$ cat config.mk
export PLATFORM = sky130hd
export DESIGN_NAME = rzs_front
export DESIGN_NICKNAME = d
export VERILOG_FILES = /design/src/hdl/rzs_pkg.sv /design/src/hdl/rzs_ram.sv /design/src/hdl/rzs_front.sv
export SDC_FILE = /design/constraint.sdc
export NUM_CORES = 2
export LEC_CHECK = 0
export BUFFER_PORTS_ARGS = -buffer_cell sky130_fd_sc_hd__buf_2
export CAP_MARGIN = 25
export CORE_MARGIN = 3
export CORE_UTILIZATION = 50
export DETAILED_ROUTE_END_ITERATION = 8
export GPL_ROUTABILITY_DRIVEN = 0
export PLACE_DENSITY = 0.66
export SLEW_MARGIN = 40
export SYNTH_ARGS = -nofsm -noshare
export SYNTH_HDL_FRONTEND = slang
export SYNTH_SLANG_ARGS = --single-unit
$ cat constraint.sdc
create_clock -name clk -period 20.5 [get_ports clk]
set_clock_uncertainty 0.2 [all_clocks]
set_input_delay 4.1 -clock clk [delete_from_list [all_inputs] [get_ports clk]]
set_output_delay 4.1 -clock clk [all_outputs]
set_load 0.02 [all_outputs]
$ cat src/hdl/rzs_pkg.sv
`timescale 1ns / 1ps
`default_nettype none
// ----------------------------------------------------------------------------
// rzs_pkg
// Shared widths, codes and types of the rolling z-score signal block.
// ----------------------------------------------------------------------------
package rzs_pkg;

  localparam int DEF_MAX_WINDOW = 64;

  localparam int PRICE_W = 24;
  localparam int SHARE_W = 32;
  localparam int CASH_W  = 40;
  localparam int QTY_W   = 40;
  localparam int N_W     = 7;
  localparam int THR_W   = 12;
  localparam int CFG_W   = 12;
  localparam int ACT_W   = 2;

  // The window length register limits N to 127, so the sums have fixed widths.
  localparam int SUM_W  = PRICE_W + N_W;
  localparam int SQ_W   = 2 * PRICE_W + N_W;
  localparam int V_W    = 2 * SUM_W;
  localparam int TT_W   = 2 * THR_W;
  localparam int HALF_W = V_W / 2;
  localparam int PP_W   = HALF_W + TT_W;
  localparam int LHS_W  = V_W + 16;
  localparam int RHS_W  = V_W + TT_W;
  localparam int DCNT_W = $clog2(QTY_W + 1);

  localparam logic [0:0] REG_WINDOW    = 1'b0;
  localparam logic [0:0] REG_THRESHOLD = 1'b1;

  localparam logic [N_W-1:0]   RST_WINDOW    = N_W'(20);
  localparam logic [THR_W-1:0] RST_THRESHOLD = THR_W'(512);

  typedef enum logic [ACT_W-1:0] {
    ACT_HOLD = 2'd0,
    ACT_BUY  = 2'd1,
    ACT_SELL = 2'd2
  } action_t;

  typedef enum logic {
    F_IDLE,
    F_UPD
  } front_state_t;

  typedef enum logic [2:0] {
    B_IDLE,
    B_M1,
    B_M2,
    B_M3,
    B_M4,
    B_CMP,
    B_DIV,
    B_DONE
  } back_state_t;

  typedef struct packed {
    logic [PRICE_W-1:0] close;
    logic [SHARE_W-1:0] shares;
    logic [CASH_W-1:0]  cash;
    logic [N_W-1:0]     n;
    logic [SUM_W-1:0]   sum;
    logic [SQ_W-1:0]    sumsq;
    logic               warm;
  } entry_t;

  localparam int ENTRY_W = $bits(entry_t);

endpackage
`default_nettype wire

$ cat src/hdl/rzs_ram.sv
`timescale 1ns / 1ps
`default_nettype none
// ----------------------------------------------------------------------------
// rzs_ram
// Simple dual-port RAM, one write and one registered read per cycle.
// ----------------------------------------------------------------------------
module rzs_ram #(
  parameter int WIDTH = 24,
  parameter int DEPTH = 64
) (
  input  wire                      clk,
  input  wire                      we,
  input  wire [$clog2(DEPTH)-1:0]  waddr,
  input  wire [WIDTH-1:0]          wdata,
  input  wire [$clog2(DEPTH)-1:0]  raddr,
  output logic [WIDTH-1:0]         rdata
);

  logic [WIDTH-1:0] mem [DEPTH];

  always_ff @(posedge clk) begin
    if (we) begin
      mem[waddr] <= wdata;
    end
    rdata <= mem[raddr];
  end

endmodule
`default_nettype wire

$ cat src/hdl/rzs_front.sv
`timescale 1ns / 1ps
`default_nettype none
// ----------------------------------------------------------------------------
// rzs_front
// Accepts bars, keeps the price ring and the running sums, queues each bar.
// ----------------------------------------------------------------------------
module rzs_front #(
  parameter int MAX_WINDOW = rzs_pkg::DEF_MAX_WINDOW
) (
  input  wire                          clk,
  input  wire                          rst,
  input  wire                          clear,
  input  wire [rzs_pkg::N_W-1:0]       n,
  input  wire                          in_valid,
  output logic                         in_ready,
  input  wire [rzs_pkg::PRICE_W-1:0]   close_price,
  input  wire [rzs_pkg::SHARE_W-1:0]   held_shares,
  input  wire [rzs_pkg::CASH_W-1:0]    cash_available,
  output logic                         push,
  output rzs_pkg::entry_t              push_data,
  input  wire                          q_full
);
  import rzs_pkg::*;

  localparam int SLOT_W = $clog2(MAX_WINDOW);

  front_state_t       state;
  front_state_t       state_next;
  logic [PRICE_W-1:0] close;
  logic [SHARE_W-1:0] shares;
  logic [CASH_W-1:0]  cash;
  logic [SLOT_W-1:0]  write_slot;
  logic [N_W-1:0]     bars_seen;
  logic [SUM_W-1:0]   window_sum;
  logic [SQ_W-1:0]    window_square_sum;
  logic [PRICE_W-1:0] old_price;
  logic               full_win;
  logic [PRICE_W-1:0] drop;
  logic [SUM_W-1:0]   sum_next;
  logic [SQ_W-1:0]    sq_next;
  logic [N_W-1:0]     bars_next;
  logic [SLOT_W-1:0]  slot_next;
  logic               accept;
  logic               upd;

  rzs_ram #(.WIDTH(PRICE_W), .DEPTH(MAX_WINDOW)) u_ring (
    .clk   (clk),
    .we    (upd),
    .waddr (write_slot),
    .wdata (close),
    .raddr (write_slot),
    .rdata (old_price)
  );

  assign accept   = in_valid && in_ready;
  assign upd      = (state == F_UPD);
  assign full_win = (bars_seen >= n);
  assign drop     = full_win ? old_price : '0;
  assign sum_next = window_sum - SUM_W'(drop) + SUM_W'(close);
  assign sq_next  = window_square_sum - SQ_W'(drop * drop) + SQ_W'(close * close);
  assign bars_next = full_win ? bars_seen : bars_seen + N_W'(1);
  assign slot_next = ((N_W + 1)'(write_slot) + (N_W + 1)'(1) >= (N_W + 1)'(n))
                     ? '0 : write_slot + SLOT_W'(1);

  always_comb begin
    state_next = state;
    in_ready   = 1'b0;
    unique case (state)
      F_IDLE: begin
        in_ready = !q_full;
        if (accept) begin
          state_next = F_UPD;
        end
      end
      F_UPD: begin
        state_next = F_IDLE;
      end
      default: state_next = F_IDLE;
    endcase
  end

  assign push             = upd;
  assign push_data.close  = close;
  assign push_data.shares = shares;
  assign push_data.cash   = cash;
  assign push_data.n      = n;
  assign push_data.sum    = sum_next;
  assign push_data.sumsq  = sq_next;
  assign push_data.warm   = (bars_next < n);

  always_ff @(posedge clk) begin
    if (accept) begin
      close  <= close_price;
      shares <= held_shares;
      cash   <= cash_available;
    end
  end

  always_ff @(posedge clk) begin
    if (rst) begin
      state             <= F_IDLE;
      write_slot        <= '0;
      bars_seen         <= '0;
      window_sum        <= '0;
      window_square_sum <= '0;
    end else begin
      state <= state_next;
      if (clear) begin
        write_slot        <= '0;
        bars_seen         <= '0;
        window_sum        <= '0;
        window_square_sum <= '0;
      end else if (upd) begin
        write_slot        <= slot_next;
        bars_seen         <= bars_next;
        window_sum        <= sum_next;
        window_square_sum <= sq_next;
      end
    end
  end

endmodule
`default_nettype wire

==> run_results.csv <==
group,metric,value,unit
hold_path,hold_path_startpoint,"window_sum[30]",
worst_setup_path,cp_max_fo,58,
detailed_routing,ant_nets,0,
clock_tree,cts_resized,0,
logic_synthesis,synth_edf_count,1632,
global_route,grt_usage,29.5,%
global_route,grt_pass1_vias,66705,
detailed_routing,post_drt_wl_per_cell,28.5,um
logic_synthesis,syn_inst,7589,
detailed_routing,drcViolationCount,0,
sta,worst_pin_slew,977,ps
detailed_routing,num_vias,64302,
worst_setup_path,r2r_start,"bars_seen[0]",
worst_setup_path,critPathTopFamily,"adder cells",
place,port_buffers,299,
worst_setup_path,worst-r2r-cell-count,36,
floorplanning,ios,300,
hold_path,min_path_cells,2,
logic_synthesis,yosys.area.top_type,"edfxtp_1",
logic_synthesis,syn_nets,9141,
logic_synthesis,synth_async_sr_flop_share,0,%
sta,fin_crit_sh,93.7,%
clock_tree,post-cts-setup-buffer-count,0,
cells_and_area,multi_input_area,0.0433,mm2
clock_tree,clk_pin_slew_worst_paths,50,ps
worst_setup_path,worst-r2r-setup-slack,9140,ps
place,placed_cell_area,0.106,mm2
global_route,antenna_found_initial,16,
logic_synthesis,synth-seq-cells,1756,
hold_path,hold_class,"register to register",
clock_tree,cts_tree,"done",
floorplanning,dieWidth,456,um
logic_synthesis,synthTopCellsByCount,"edfxtp_1, inv_1, fa_1",
worst_setup_path,crit_required,16200,ps
sta,rsz0062_at_grt,"false",
worst_setup_path,max_stage_delay,550,ps
detailed_routing,viasPerCell,6.01,
floorplanning,die_area,0.208,mm2
logic_synthesis,synth_top_area_share,48.5,%
worst_setup_path,end_kind,"output port",
logic_synthesis,yosysMostFrequentCell,"edfxtp_1",
global_route,grt_pass1_wl,450000,um
worst_setup_path,start_kind,"input pin",
clock_tree,clock_latency,850,ps
logic_synthesis,avgSynthCellArea,13.3,um2
hold_path,whs_endpoint,"window_sum[30]",
worst_setup_path,r2r-end,"window_square_sum[31]",
floorplanning,die_height,456,um
clock_tree,root_buffer,"clkbuf_16",
global_route,grt_overflow,0,
logic_synthesis,synth.distinct_cells,88,
cells_and_area,fin_area,0.112,mm2
clock_tree,clkSinkCount,1756,
cells_and_area,num-fill-cells,16211,
sta,finalSetupViolCount,0,
worst_setup_path,path_class,"input pin to output port",
floorplanning,core_area,0.200,mm2
clock_tree,clockBufferDepth,3,
worst_setup_path,cpMostUsedCell,"fa_1",
worst_setup_path,arrival,14910,ps
worst_setup_path,path_buf_inv,10,
clock_tree,ctsHoldBuffers,0,
cells_and_area,seqCellArea,0.0515,mm2
cells_and_area,layout-drive-gt1-share,11.2,%
worst_setup_path,crit_path_start,"n[0]",
place,dpl.hpwl,207000,um
clock_tree,cts_max_level,4,
cells_and_area,nNetsFinal,9445,
sta,fmax,0.0521,GHz
logic_synthesis,synth_warnings,0,
detailed_routing,drtPass1Iterations,6,
sta,relSlewSlack,34.7,%
cells_and_area,areaGrowthSynthToFinish,11.1,%
detailed_routing,drt-initial-drc-count,7490,
clock_tree,cts_buffers,178,
sta,fin_crit,19210,ps
logic_synthesis,synth_top_flop_cell,"edfxtp_1",
global_route,grt_max_degree,100,
run_status,status,"finished, final reports clean",
logic_synthesis,synth_area,0.101,mm2
detailed_routing,wirelength,305000,um
floorplanning,initial_core_util,50.5,%
sta,tns,0,ps
logic_synthesis,ys_seq_area_share,51.0,%
worst_setup_path,worst_path_max_delay_cell,"fa_1",
sta,slew_viol_final,0,
floorplanning,rows,164,
logic_synthesis,synth_area_leaders,"edfxtp_1, fa_1, ha_1",
sta,hold_viol,0,
run,drv_cap,0,
==> tightest hold or removal path, delay by kind of cell, from the launching register on <==
family / cells / cell delay, ps
simple gates: 1 / 50
mux: 1 / 50
flops: 1 / 300
==> area by class of cell <==
class	count	share of cell area, %
Sequential cell	1756	45.9
Multi-Input combinational cell	4087	38.6
Inverter	1352	4.52
Clock buffer	220	4.12
Tap cell	2656	2.96
Timing Repair Buffer	518	2.91
Clock inverter	111	0.996
Antenna cell	6	0.0134
==> metal layers <==
layer / global-route usage (%) / wire length (um) / vias up
met5: 0 / 27 / -
met4: 13.4 / 15700 / 4
met3: 6.53 / 31100 / 600
met2: 47.2 / 142000 / 3413
met1: 38.7 / 116000 / 33082
li1: - / - / 27203
==> registers in the layout, summed over array words and instances, names as in the netlist <==
signal	cells
close	24
u_ring.rdata	24
window_sum	31
bars_seen	7
cash	40
write_slot	6
push	1
window_square_sum	55
u_ring.mem	1536
shares	32
==> cells by family after synthesis <==
logic type	after synthesis	share of synthesized area, %
DFF	1756	51.0
muxes	58	0.577
buffers and inverters	1746	6.55
and+or+nand+nor	1143	5.70
AOI/OAI and AO/OA	1336	9.81
xor gates and xnor gates	104	0.922
adders and majority gates	1444	25.5
other	2	0.00743
==> worst max-delay path by stage <==
stage	endpoint	slack (ps)	cells after the start
2_1_floorplan	push_data[55]	3060	36
3_3_place_gp	push_data[36]	1500	35
3_5_place_dp	push_data[48]	1540	38
4_1_cts	push_data[48]	1460	38
5_1_grt	push_data[48]	800	38
6_report	push_data[48]	1290	38
==> metrics by stage <==
stage               setup WS, ps  util [%]  hold slack (ps)  std cells
floorplan                   3060         -              238       7589
global placement            1500      53.1              244      10366
detailed placement          1540      53.2              252      10368
CTS                         1460      56.0              263      10699
global route                 801      56.0              290      10703
finish                      1290      56.1              258      10706
==> cell usage in the layout (no fill, tap or decap), types with 56 or more instances in the layout <==
cell type  synthesis  routed
mux2i_1           56      56
a22oi_1          443     443
nand2_1          313     313
a22o_1           167     167
and3_1           210     209
inv_1           1348    1347
a21oi_1          130     129
buf_4              8     207
a221oi_1         167     167
dfxtp_1          124     120
edfxtp_1        1632    1632
a21o_1            69      69
buf_2             23     299
ha_1             420     420
clkbuf_16          0     178
fa_1            1024    1024
nor2_1           232     165
a31oi_1          181     176
and2_1           114     112
xnor2_1           65      64
nand3_1           65      65
nor2_2             0      57
Power is left out: the tool's default activity adds up to more than one toggle a clock period on the data nets, which glitch-free logic cannot reach.
