<file path="src/hdl/rzs_fifo.sv">
`timescale 1ns / 1ps
`default_nettype none
// ----------------------------------------------------------------------------
// rzs_fifo
// Two-entry queue between the window front end and the decision back end.
// ----------------------------------------------------------------------------
module rzs_fifo #(
  parameter int WIDTH = 8
) (
  input  wire              clk,
  input  wire              rst,
  input  wire              push,
  input  wire [WIDTH-1:0]  push_data,
  output logic             full,
  input  wire              pop,
  output logic [WIDTH-1:0] pop_data,
  output logic             empty
);

  logic [WIDTH-1:0] mem [2];
  logic             wptr;
  logic             rptr;
  logic [1:0]       count;

  assign full     = (count == 2'd2);
  assign empty    = (count == 2'd0);
  assign pop_data = mem[rptr];

  always_ff @(posedge clk) begin
    if (push) begin
      mem[wptr] <= push_data;
    end
  end

  always_ff @(posedge clk) begin
    if (rst) begin
      wptr  <= 1'b0;
      rptr  <= 1'b0;
      count <= 2'd0;
    end else begin
      if (push) begin
        wptr <= ~wptr;
      end
      if (pop) begin
        rptr <= ~rptr;
      end
      count <= count + {1'b0, push} - {1'b0, pop};
    end
  end

endmodule
`default_nettype wire

</file>
<file path="config.mk">
export PLATFORM = sky130hd
export DESIGN_NAME = rzs_fifo
export DESIGN_NICKNAME = d
export VERILOG_FILES = /design/src/hdl/rzs_fifo.sv
export SDC_FILE = /design/constraint.sdc
export NUM_CORES = 1
export LEC_CHECK = 0
export ABC_CLOCK_PERIOD_IN_PS = 2500
export BUFFER_PORTS_ARGS = -buffer_cell sky130_fd_sc_hd__buf_2
export CORE_MARGIN = 2
export CORE_UTILIZATION = 50
export DETAILED_ROUTE_END_ITERATION = 8
export PLACE_DENSITY = 0.77
export SKIP_LAST_GASP = 1
export SLEW_MARGIN = 20
export SYNTH_ARGS = -nofsm -noshare
export SYNTH_HDL_FRONTEND = slang
export SYNTH_SLANG_ARGS = --single-unit
</file>
<file path="constraint.sdc">
create_clock -name clk -period 2.5 [get_ports clk]
set_input_delay 0.75 -clock clk [delete_from_list [all_inputs] [get_ports clk]]
set_output_delay 0.75 -clock clk [all_outputs]
set_load 0.05 [all_outputs]
</file>
==> results.json, run 1 <==
{
  "outcome": "finished, final reports clean",
  "routed_wl_mm": 1.070,
  "fillCellCount": 112,
  "cp_slowest_cell": "dfxtp_1",
  "ys_warn_count": 0,
  "ctsLongestPathBuffers": 2,
  "reg2reg_slack_ns": 1.22,
  "grt_pass1_wl_mm": 1.807,
  "crit_arrival_ns": 1.41,
  "diodes": 0,
  "syn_inst": 46,
  "syn2layout_area_growth_pct": 18.48,
  "final_common_cell": "buf_2",
  "start_kind": "flop",
  "netlist_area_um2": 792.0,
  "clkSinkCount": 21,
  "finalHoldViolations": 0,
  "grt_use_total_pct": 13.81,
  "maxCapViolCount": 0,
  "ys_types": 11,
  "worstMarginPinSlew_ns": 0.7299,
  "drt_iter0_markers": 14,
  "die_area_um2": 1918,
  "path_clk_slew_ns": 0.10,
  "rsz0062_at_grt": "no",
  "wl_per_cell_um": 12.44,
  "end_kind": "output pin",
  "path_cells": "mux2_2 > buf_2",
  "worstPathRequired_ns": 1.75,
  "core_um2": 1489,
  "hold_path.class": "reg -> reg",
  "final_core_util_pct": 63.03,
  "p_leak_uw": 0.0003791,
  "clkLatencyLatePin_ns": 0.29,
  "power.density_nw_per_um2": 806.3,
  "fin_worst_skew_ns": 0.003527,
  "grt.overflow.total": 0,
  "worstPathMaxFanout": 8,
  "path_class": "reg -> out",
  "period_needed_ns": 2.158,
  "setup_tns_ns": 0,
  "timing.final.crit_share_pct": 86.34,
  "cts_buffers": 3,
  "drc": 0,
  "final_cell_mix": "buf_2, edfxtp_1, mux2_2",
  "ys_seq_elements": 21,
  "drive_above_1_share_pct": 45.71,
  "dieWidth_um": 43.80,
  "r2r-start": "wptr",
  "fmax_mhz": 463.3,
  "start_util_pct": 53.19,
  "min-delay-start": "rptr",
  "synth_nets": 60,
  "first_pass_iters": 2,
  "hpwl_um": 795.3,
  "ioPinCount": 22,
  "ir_drop_mv": 0.4242,
  "die_y_um": 43.80,
  "placementRows": 14,
  "yosysSeqAreaShare_pct": 73.30,
  "grt_max_degree": 12,
  "vias": 417,
  "nets": 85,
  "max_stage_delay_ns": 0.53,
  "final_area_um2": 938.4,
  "place.port_buffers": 21,
  "finalSetupViolations": 0,
  "via_per_inst": 4.849,
  "place_congestion": 0.6826,
  "ant_nets": 0,
  "cts_resized": 0,
  "slew_headroom_pct": 51.24,
  "post_cts_buffers": 0,
  "antenna_found_initial": 0,
  "dpl_cell_area_um2": 912.1,
  "htree_levels": 1,
  "min_path_cells": 2,
  "clock-root-buffer": "clkbuf_4",
  "postSynthAreaPerCell_um2": 17.22,
  "grt_pass1_vias": 400,
  "hold_buffers": 0,
  "cts_tree": "built",
  "slew_violations": 0,
  "r2r.worst_path.cells": 1
}
where the power goes:
part           internal [uW]  switching, uW  leakage, uW
Combinational           62.5            120     0.000172
Clock                   62.0           91.2    0.0000150
Sequential               405           15.1     0.000192
Total                    530            227     0.000379
cell families (layout without fill, tap and decap cells):
kind of cell               count (synthesis)  in the layout  share of synthesized area [%]
buffers and inverters                      3             27                          1.580
muxes                                      8              8                          11.37
DFF                                       21             21                          73.30
adders and majority gates                  2              2                          3.159
and+or+nand+nor                            9              9                          5.530
xor gates and xnor gates                   3              3                          5.055
synthesized netlist by cell type:
cell,instances,area [um^2]
dfxtp_1,5,100.1
xnor3_1,1,22.52
inv_1,2,7.510
and2_1,1,6.260
ha_1,2,25.02
nor2_1,5,18.77
mux2_2,8,90.09
edfxtp_1,16,480.5
xnor2_1,2,17.52
nor2b_1,3,18.77
buf_2,1,5.000
per-layer routing:
metal | share of wire [%] | global-route usage, % | up-vias
met2 | 52 | 21.47 | 11
met3 | 4.5 | 3.750 | 2
met5 | 0 | 0 | -
met1 | 43 | 16.81 | 189
met4 | 1.3 | 9.091 | 0
li1 | - | - | 215
final timing paths:
path                  to
min reg2reg         rptr
max reg2reg    mem[0][7]
min                 rptr
max          pop_data[2]
per-stage QoR:
step                      hold WS [ns]  total power [uW]  setup slack, ns  cells
final                           0.5310             756.7           0.3415     86
after global routing            0.6068             802.3           0.2339     86
after CTS                       0.5398             769.1           0.2949     86
after detailed placement        0.5035             614.1           0.6255     82
after global placement          0.5013             609.8           0.6561     82
after floorplan                 0.4799             572.4           0.6819     46
worst max-delay path: cells and delay by family, from the launching register on:
kind	cells	cell delay, ns
buffers and inverters	1	0.21
DFF	1	0.53
muxes	1	0.38
layout make-up:
type	instances	area (um^2)	area share, %
Clock buffer	4	26.28	2.800
Inverter	2	7.507	0.8000
Multi-Input combinational cell	22	198.9	21.20
Sequential cell	21	580.6	61.87
Tap cell	16	20.02	2.133
Timing Repair Buffer	21	105.1	11.20
state kept, by name (all words and copies together) (netlist names), named ones only:
register	cells
wptr	1
count	2
mem	16
rptr	1
(Power assumes the default switching activity.)
==> inputs of run 2 (changes only) <==
--- a/config.mk
+++ b/config.mk
@@ -5,7 +5,7 @@
 export SDC_FILE = /design/constraint.sdc
 export NUM_CORES = 1
 export LEC_CHECK = 0
-export ABC_CLOCK_PERIOD_IN_PS = 2500
+export ABC_CLOCK_PERIOD_IN_PS = 2600
 export BUFFER_PORTS_ARGS = -buffer_cell sky130_fd_sc_hd__buf_2
 export CORE_MARGIN = 2
 export CORE_UTILIZATION = 50
==> constraint.sdc (replaced) <==
create_clock -name clk -period 2.6 [get_ports clk]
set_input_delay 0.78 -clock clk [delete_from_list [all_inputs] [get_ports clk]]
set_output_delay 0.78 -clock clk [all_outputs]
set_load 0.05 [all_outputs]
==> results.json, run 2 (synthesis gave the netlist of run 1 again) <==
{
  "period_needed_ns": 2.203,
  "fmax_mhz": 453.8,
  "path_clk_slew_ns": 0.11,
  "worstMarginPinSlew_ns": 0.7558,
  "worstPathRequired_ns": 1.82,
  "r2r-start": "wptr",
  "place.port_buffers": 21,
  "placementRows": 14,
  "finalHoldViolations": 0,
  "core_um2": 1489,
  "start_util_pct": 53.19,
  "maxCapViolCount": 0,
  "final_cell_mix": "buf_2, edfxtp_1, mux2_2",
  "clock-root-buffer": "clkbuf_4",
  "grt_max_degree": 12,
  "htree_levels": 1,
  "fin_worst_skew_ns": 0.0008099,
  "slew_headroom_pct": 49.51,
  "grt.overflow.total": 0,
  "ant_nets": 0,
  "whs_ns": 0.5343,
  "reg2reg_slack_ns": 1.30,
  "multi_input_area_um2": 198.9,
  "ioPinCount": 22,
  "ir_drop_mv": 0.4059,
  "min-delay-start": "rptr",
  "clkSinkCount": 21,
  "setup_tns_ns": 0,
  "cts_buffers": 3,
  "cts_tree": "built",
  "routed_wl_mm": 1.094,
  "rr_endpoint": "mem[0][6]",
  "clkLatencyLatePin_ns": 0.29,
  "nets": 85,
  "place_congestion": 0.6877,
  "r2r.worst_path.cells": 1,
  "syn2layout_area_growth_pct": 18.48,
  "p_leak_uw": 0.0003791,
  "crit_arrival_ns": 1.42,
  "timing.final.crit_share_pct": 84.75,
  "worstPathMaxFanout": 8,
  "post_cts_buffers": 0,
  "drive_above_1_share_pct": 45.71,
  "vias": 428,
  "start_kind": "flop",
  "end_kind": "output pin",
  "path_class": "reg -> out",
  "die_y_um": 43.80,
  "total_power_uw": 730.2,
  "hold_path.class": "reg -> reg",
  "slew_violations": 0,
  "largest-register": "mem",
  "outcome": "finished, final reports clean",
  "via_per_inst": 4.977,
  "power.density_nw_per_um2": 778.1,
  "finalSetupViolations": 0,
  "top_regs": "mem x16, count x2",
  "first_pass_iters": 4,
  "dp.cells": 82,
  "diodes": 0,
  "grt_pass1_wl_mm": 1.911,
  "dieWidth_um": 43.80,
  "fillCellCount": 116,
  "final_common_cell": "buf_2",
  "wl_per_cell_um": 12.72,
  "cts_resized": 0,
  "largest_register_ffs": 16,
  "min_path_cells": 2,
  "hold_buffers": 0,
  "antenna_found_initial": 0,
  "finalNonFillerCells": 86,
  "ff_latch_area_um2": 580.6,
  "grt_use_total_pct": 14.52,
  "grt_pass1_vias": 463,
  "drc": 0,
  "rsz0062_at_grt": "no",
  "hpwl_um": 806.1,
  "die_area_um2": 1918,
  "drt_iter0_markers": 7,
  "ctsLongestPathBuffers": 2
}
run 2: cell counts in the layout (fill, tap and decap cells not counted):
Identical to the previous run, type by type.
run 2: how the worst max path moves through the flow:
stage | endpoint | cells past startpoint | slack [ns] | start
finish | pop_data[2] | 2 | 0.40 | flop
global route | pop_data[3] | 2 | 0.31 | flop
CTS | pop_data[2] | 2 | 0.37 | flop
detailed placement | mem[0][5] | 2 | 0.69 | push
global placement | pop_data[1] | 2 | 0.73 | flop
floorplan | full | 1 | 0.75 | count[1]
run 2: area by class of cell:
cell class	instances	share of cell area (%)
clock buffers	4	2.800
inverters	2	0.8000
multi-input cells	22	21.20
flip-flops and latches	21	61.87
well taps	16	2.133
repair buffers	21	11.20
run 2: per-stage QoR:
step | setup WS [ns] | cell area [um^2] | util [%]
5_1_grt | 0.3091 | 938.4 | 63.03
4_1_cts | 0.3671 | 938.4 | 63.03
6_report | 0.3966 | 938.4 | 63.03
3_5_place_dp | 0.6867 | 912.1 | 61.26
3_3_place_gp | 0.7257 | 912.1 | 61.26
2_1_floorplan | 0.7519 | 792.0 | -
run 2: report_power, final:
part           switching [uW]  internal (uW)  total [uW]
sequential               14.6            390         404
combinational             116           60.3         177
clock                    89.5           59.7         149
total                     220            510         730
run 2: per-layer routing:
layer  global-route usage [%]  up-vias  part of all wire, %
li1                         -      212                    -
met1                    16.57      201                   42
met2                    24.71       15                   53
met3                    4.167        0                  5.8
met4                    7.273        0                    0
met5                        0        -                    0
run 2: worst max-delay path: stages, from the launching register on:
cell	delay, ns
dfxtp_1	0.54
mux2_2	0.38
buf_2	0.21
==> inputs of run 3 (changes only) <==
--- a/config.mk
+++ b/config.mk
@@ -5,12 +5,12 @@
 export SDC_FILE = /design/constraint.sdc
 export NUM_CORES = 1
 export LEC_CHECK = 0
-export ABC_CLOCK_PERIOD_IN_PS = 2600
+export ABC_CLOCK_PERIOD_IN_PS = 2290
 export BUFFER_PORTS_ARGS = -buffer_cell sky130_fd_sc_hd__buf_2
 export CORE_MARGIN = 2
-export CORE_UTILIZATION = 50
+export CORE_UTILIZATION = 48
 export DETAILED_ROUTE_END_ITERATION = 8
-export PLACE_DENSITY = 0.77
+export PLACE_DENSITY = 0.74
 export SKIP_LAST_GASP = 1
 export SLEW_MARGIN = 20
 export SYNTH_ARGS = -nofsm -noshare
==> constraint.sdc (replaced) <==
create_clock -name clk -period 2.29 [get_ports clk]
set_input_delay 0.687 -clock clk [delete_from_list [all_inputs] [get_ports clk]]
set_output_delay 0.687 -clock clk [all_outputs]
set_load 0.05 [all_outputs]
==> results.json, run 3 (synthesis gave the netlist of run 1 again) <==
{
  "largest-register": "mem",
  "ioPinCount": 22,
  "drive_above_1_share_pct": 46.48,
  "place.port_buffers": 21,
  "die_area_um2": 1991,
  "hold_path.class": "reg -> reg",
  "via_per_inst": 4.747,
  "outcome": "finished, final reports clean",
  "hpwl_um": 812.6,
  "start_util_pct": 51.97,
  "ant_nets": 0,
  "routed_wl_mm": 1.061,
  "drc": 0,
  "final_common_cell": "buf_2",
  "grt_pass1_vias": 404,
  "place_congestion": 0.6719,
  "dieWidth_um": 44.62,
  "clkLatencyLatePin_ns": 0.29,
  "period_needed_ns": 2.085,
  "cts_buffers": 3,
  "p_leak_uw": 0.0003841,
  "wl_per_cell_um": 12.20,
  "crit_arrival_ns": 1.40,
  "grt_use_total_pct": 12.53,
  "first_pass_iters": 3,
  "slew_headroom_pct": 75.28,
  "path_class": "reg -> out",
  "fin_worst_skew_ns": 0.001350,
  "die_y_um": 44.62,
  "slew_violations": 0,
  "syn2layout_area_growth_pct": 19.43,
  "core_um2": 1524,
  "end_kind": "output pin",
  "swShare_pct": 29.77,
  "placementRows": 14,
  "nets": 86,
  "grt.overflow.total": 0,
  "rsz0062_at_grt": "no",
  "top_regs": "mem x16, count x2",
  "netSwitchingPower_uw": 246.1,
  "ctsLongestPathBuffers": 2,
  "clock-root-buffer": "clkbuf_4",
  "power.density_nw_per_um2": 873.9,
  "worstMarginPinSlew_ns": 0.3708,
  "whs_ns": 0.5265,
  "hold_buffers": 0,
  "post_cts_buffers": 0,
  "cts_resized": 0,
  "antenna_found_initial": 0,
  "worstPathRequired_ns": 1.60,
  "diodes": 0,
  "clkPwrFrac_pct": 19.8,
  "timing.final.crit_share_pct": 91.06,
  "finalHoldViolations": 0,
  "start_kind": "flop",
  "worstPathMaxFanout": 8,
  "sequentialPowerShare_pct": 55.6,
  "intPower_uw": 580.5,
  "final_cell_mix": "buf_2, edfxtp_1, mux2_2",
  "finalSetupViolations": 0,
  "path_clk_slew_ns": 0.10,
  "fmax_mhz": 479.5,
  "largest_register_ffs": 16,
  "clkSinkCount": 21,
  "power_frac_comb_pct": 24.6,
  "cts_tree": "built",
  "htree_levels": 1,
  "drt_iter0_markers": 5,
  "maxCapViolCount": 0,
  "grt_max_degree": 12,
  "grt_pass1_wl_mm": 1.725,
  "setup_tns_ns": 0,
  "ir_drop_mv": 0.5357,
  "vias": 413
}
==> run 3: final cells by class <==
class,count,area (um^2)
sequential,21,580.6
fill,127,578.1
multi-input combinational,22,198.9
timing repair buffer,22,112.6
clock buffer,4,26.28
tap,16,20.02
inverter,2,7.507
==> run 3: power by group through the flow <==
stage | registers, uW | logic (uW) | clock network [uW]
after floorplan | 461 | 164 | 0
after detailed placement | 469 | 205 | 0
final | 460 | 203 | 163
after global placement | 467 | 201 | 0
after global routing | 464 | 218 | 187
after CTS | 460 | 206 | 175
==> run 3: layer usage <==
layer	routed length [um]	GRT usage (%)
met3	49	2.449
met1	421	14.17
met5	0	0
met2	590	22.61
met4	0	5.455
==> run 3: worst max-delay path, stage by stage (launching register included) <==
cell	delay (ns)
dfxtp_1	0.53
mux2_2	0.37
buf_2	0.21
==> run 3: metrics by stage <==
stage	util [%]	setup slack [ns]	area, um^2	std cells	total power [uW]
finish	62.07	0.2047	945.9	87	826.6
global route	62.07	0.1213	945.9	87	868.5
CTS	62.07	0.1682	945.9	87	842.0
detailed placement	60.34	0.5108	919.6	83	674.7
global placement	60.34	0.5101	919.6	83	668.4
floorplan	-	0.5349	792.0	46	624.9
==> run 3: worst paths after layout <==
| path | cells after the start | from | slack [ns] | to |
|---|---|---|---|---|
| max | 2 | flop | 0.20 | pop_data[6] |
| min | 2 | rptr | 0.53 | rptr |
| max reg2reg | 6 | count[0] | 1.06 | count[1] |
| min reg2reg | 2 | rptr | 0.53 | rptr |
